==> config.mk <==
export PLATFORM = sky130hd
export DESIGN_NAME = ftla_ctrl
export DESIGN_NICKNAME = d
export VERILOG_FILES = /design/src/rtl/core/ftla_pkg.sv /design/src/rtl/core/ftla_ctrl.sv
export SDC_FILE = /design/constraint.sdc
export NUM_CORES = 1
export LEC_CHECK = 0
export ABC_AREA = 1
export BUFFER_PORTS_ARGS = -buffer_cell sky130_fd_sc_hd__buf_2
export CAP_MARGIN = 25
export CORE_AREA = 5 5 42 44
export DETAILED_ROUTE_END_ITERATION = 7
export DIE_AREA = 0 0 47 49
export MAX_ROUTING_LAYER = met4
export SLEW_MARGIN = 10
export SYNTH_ARGS = -nofsm -noshare
export SYNTH_HDL_FRONTEND = slang
export SYNTH_SLANG_ARGS = --single-unit
export TNS_END_PERCENT = 10
==> constraint.sdc <==
create_clock -name aclk -period 3.03 [get_ports aclk]
set_input_delay 0.4545 -clock aclk [delete_from_list [all_inputs] [get_ports aclk]]
set_output_delay 0.4545 -clock aclk [all_outputs]
set_load 0.01 [all_outputs]
==> src/rtl/core/ftla_pkg.sv <==
`default_nettype none
package ftla_pkg;

    localparam int FRAME_COUNT_DEF = 256;
    localparam logic [61:0] NS_PER_SEC = 62'd1000000000;

    typedef enum logic [1:0] {
        OP_REQUEST = 2'd0,
        OP_RELEASE = 2'd1,
        OP_READ    = 2'd2,
        OP_NONE    = 2'd3
    } op_t;

    localparam logic [2:0] STS_FREE     = 3'd0;
    localparam logic [2:0] STS_EVICT    = 3'd1;
    localparam logic [2:0] STS_RANGE    = 3'd2;
    localparam logic [2:0] STS_RELEASED = 3'd3;
    localparam logic [2:0] STS_READ     = 3'd4;

    typedef struct packed {
        logic        valid;
        logic [14:0] owner;
        logic [7:0]  page;
        logic        dirty;
        logic [62:0] stamp;
    } entry_t;

    typedef enum logic [3:0] {
        ST_CLEAR,
        ST_IDLE,
        ST_DISPATCH,
        ST_MUL,
        ST_ADD,
        ST_SCAN,
        ST_COMMIT,
        ST_RD_ISSUE,
        ST_RD_WAIT,
        ST_FINISH
    } state_t;

    typedef struct packed {
        logic clr_step;
        logic load;
        logic mul;
        logic add;
        logic scan_step;
        logic commit;
        logic rd_issue;
        logic out_load;
    } cmd_t;

    typedef struct packed {
        op_t  op;
        logic page_ok;
        logic clr_done;
        logic scan_last;
        logic out_free;
    } sts_t;

endpackage
`default_nettype wire

==> src/rtl/core/ftla_ctrl.sv <==
`default_nettype none
module ftla_ctrl (
    input  wire logic          aclk,
    input  wire logic          aresetn,
    input  wire logic          s_valid,
    output logic               s_ready,
    input  wire ftla_pkg::sts_t sts,
    output ftla_pkg::cmd_t     cmd
);
    import ftla_pkg::*;

    state_t state_reg, state_next;

    always_ff @(posedge aclk) begin
        if (!aresetn) begin
            state_reg <= ST_CLEAR;
        end else begin
            state_reg <= state_next;
        end
    end

    always_comb begin
        state_next = state_reg;
        unique case (state_reg)
            ST_CLEAR:    if (sts.clr_done) state_next = ST_IDLE;
            ST_IDLE:     if (s_valid) state_next = ST_DISPATCH;
            ST_DISPATCH: begin
                unique case (sts.op)
                    OP_REQUEST: state_next = sts.page_ok ? ST_MUL : ST_FINISH;
                    OP_RELEASE: state_next = ST_SCAN;
                    OP_READ:    state_next = ST_RD_ISSUE;
                    default:    state_next = ST_IDLE;
                endcase
            end
            ST_MUL:      state_next = ST_ADD;
            ST_ADD:      state_next = ST_SCAN;
            ST_SCAN: begin
                if (sts.scan_last) begin
                    state_next = (sts.op == OP_REQUEST) ? ST_COMMIT : ST_FINISH;
                end
            end
            ST_COMMIT:   state_next = ST_FINISH;
            ST_RD_ISSUE: state_next = ST_RD_WAIT;
            ST_RD_WAIT:  state_next = ST_FINISH;
            ST_FINISH:   if (sts.out_free) state_next = ST_IDLE;
            default:     state_next = ST_IDLE;
        endcase
    end

    always_comb begin
        s_ready       = (state_reg == ST_IDLE);
        cmd           = '0;
        cmd.clr_step  = (state_reg == ST_CLEAR);
        cmd.load      = (state_reg == ST_IDLE) && s_valid;
        cmd.mul       = (state_reg == ST_MUL);
        cmd.add       = (state_reg == ST_ADD);
        cmd.scan_step = (state_reg == ST_SCAN);
        cmd.commit    = (state_reg == ST_COMMIT);
        cmd.rd_issue  = (state_reg == ST_RD_ISSUE);
        cmd.out_load  = (state_reg == ST_FINISH) && sts.out_free;
    end
endmodule
`default_nettype wire

==> reports/metrics.csv <==
metric;value;unit
Worst-path clk slew;0.03;ns
Synth Instances;80;
htree depth;1;
Starting Density;32.86;%
TritonRoute pass-1 iters;4;
residual DRC count;0;
WHS Path Cells;3;
core footprint;1401;µm²
total grt overflow;0;
drt initial violations;11;
Fin Hold WS;0.4704;ns
LEAKAGE;0.0003610;µW
Post-Syn Nets;90;
relative slew slack;79.88;%
Seq/Total Area, Yosys;17.39;%
layout cell share with drive strength beyond 1;39.00;%
RSZ-0062 raised after global routing;no;
critical setup path kind;flip-flop to primary output;
clk_skew;0.0002647;ns
ANT cells;0;
fillers;164;
die area;2303;µm²
post-DP HPWL;949.4;µm
Slowest-stage cell, CP;dfxtp_1;
Vias/cell;4.483;
max reg flops;4;
Slew Viols, Final;0;
Synth Cell Area;460.4;µm²
I/O pin total;18;
fin cells;116;
CTS Buf Count;3;
count of final setup violators;0;
Die Ht;49;µm
CP Launch Type;flip-flop;
placed cell count;113;
crit path DAT;1.35;ns
Cell Pwr Density;403.1;nW/µm²
row cnt;14;
IO Port Bufs;17;
Nets;112;
Critical Path End Type;primary output;
Area Overhead vs Synth;27.72;%
r2r setup slk;1.84;ns
clock buffer depth;2;
critical-path cell list;nor2_2, inv_2, nor2_2, inv_2, nor2_1, buf_2;
Final ANT Viol Nets;0;
cts repair resizes;0;
Die X-Extent;47;µm
Max stage delay on crit path;0.33;ns
hold_sp;aresetn;
global-route wire length before repair;1883;µm
CTS Sinks;4;
FF-to-FF path depth;8;
vias in the first global route;503;
Worst VDD drop;204.3;µV
DR WL/cell;9.293;µm
RD Place Congestion;0.7700;
Worst R2R End;state_reg[3];
Syn Area/Cell;5.756;µm²
fin area;588.1;µm²
fmax;0.5554;GHz
Least-Margin Pin Slew;0.3015;ns
Reg2Reg Launch Point;state_reg[0];
Fin. Hold Viols;0;
Clock Latency Late Sink;0.23;ns
Root Driver;clkbuf_4;
warnings from Yosys;0;
Fin Setup TNS;0;ns
total track usage;10.89;%
crit share post-route;59.42;%
Max Cap Viol;0;
Post-CTS Setup Bufs;0;
minimum clock period;1.800;ns
maximum fanout along the worst path;7;
outcome;finished clean;
initial antenna violation count;0;
drt total wl;1078;µm
hold_buf cts;0;
number of synthesized register bits;4;
Netlist cell types;19;
Hold EP;state_reg[0];
Hold Crit Class;primary input to flip-flop;
CTS tree;built;
placed cell areas;565.5;µm²
DR vias;520;
largest net degree at the start of global routing;8;
CP Data Required Time;2.58;ns
-- critical path, delay by kind of cell, from the launching register on --
family	cells	cell delay [ns]
simple gates	3	0.50
flops	1	0.33
buf+inv	3	0.28
-- per-stage QoR --
stage | util, % | total power, µW | setup slack [ns]
6_report | 41.96 | 237.0 | 1.230
5_1_grt | 41.96 | 261.8 | 1.088
4_1_cts | 41.96 | 243.2 | 1.217
3_5_place_dp | 40.36 | 175.3 | 1.478
3_3_place_gp | 40.36 | 176.1 | 1.476
2_1_floorplan | - | 145.4 | 1.577
-- cells in the mapped netlist --
library cell / count / area (µm²)
inv_2: 5 / 18.77
nor2_4: 2 / 22.52
nand2_1: 20 / 75.07
nor2_2: 5 / 31.28
nand2_2: 3 / 18.77
nand2_4: 1 / 11.26
o211ai_1: 2 / 15.01
a21oi_1: 2 / 10.01
o211ai_2: 1 / 12.51
dfxtp_1: 4 / 80.08
nand3_2: 1 / 10.01
nor3_1: 2 / 10.01
nand3b_1: 1 / 7.510
o21ai_0: 1 / 5.000
nand3_1: 5 / 25.02
ha_1: 1 / 12.51
inv_1: 14 / 52.55
a21oi_2: 1 / 8.760
nor2_1: 9 / 33.78
-- power breakdown --
group,leakage [µW],internal [µW],switching [µW]
Combinational,0.000315,39.3,65.7
Clock,0.0000138,44.1,19.8
Sequential,0.0000326,58.5,9.69
-- placed cells by master, fill, tap and decap left out, types with 3 or more instances in the layout --
master    netlist  layout
buf_2           0      17
clkbuf_4        0       3
dfxtp_1         4       4
inv_1          14      14
inv_2           5       5
nand2_1        20      20
nand2_2         3       3
nand3_1         5       5
nor2_1          9       9
nor2_2          5       5
-- cell families (layout without fill, tap and decap cells) --
| group | count (synthesis) | after routing | synth area share (%) |
|---|---|---|---|
| compound gates | 7 | 7 | 11.14 |
| fa+ha+maj | 1 | 1 | 2.717 |
| flops | 4 | 4 | 17.39 |
| simple gates | 49 | 49 | 53.26 |
| buf+inv | 19 | 39 | 15.49 |
-- metal layers --
layer  wire length (µm)  vias up  global-route usage (%)
met3                 69        0                   1.845
li1                   -      282                       -
met1                459      224                   13.13
met5                  0        -                       -
met4                  0        0                   5.530
met2                550       14                   16.74
-- how the worst max path moves through the flow --
stage	slack (ns)	endpoint	from	depth (start not counted)
6_report	1.23	cmd[6]	state_reg[3]	6
5_1_grt	1.09	cmd[6]	state_reg[3]	6
4_1_cts	1.22	cmd[6]	state_reg[3]	6
3_5_place_dp	1.48	cmd[6]	state_reg[3]	6
3_3_place_gp	1.48	cmd[6]	state_reg[3]	6
2_1_floorplan	1.58	cmd[6]	state_reg[3]	5
-- cell type report --
cell class                 count  area [µm²]  area share (%)
timing repair buffer          17       85.08           14.47
tap                           16       20.02           3.404
inverter                      19       71.32           12.13
clock buffer                   3       22.52           3.830
sequential                     4       80.08           13.62
multi-input combinational     57       309.0           52.55
No activity file was read; power rests on OpenSTA's default activity.
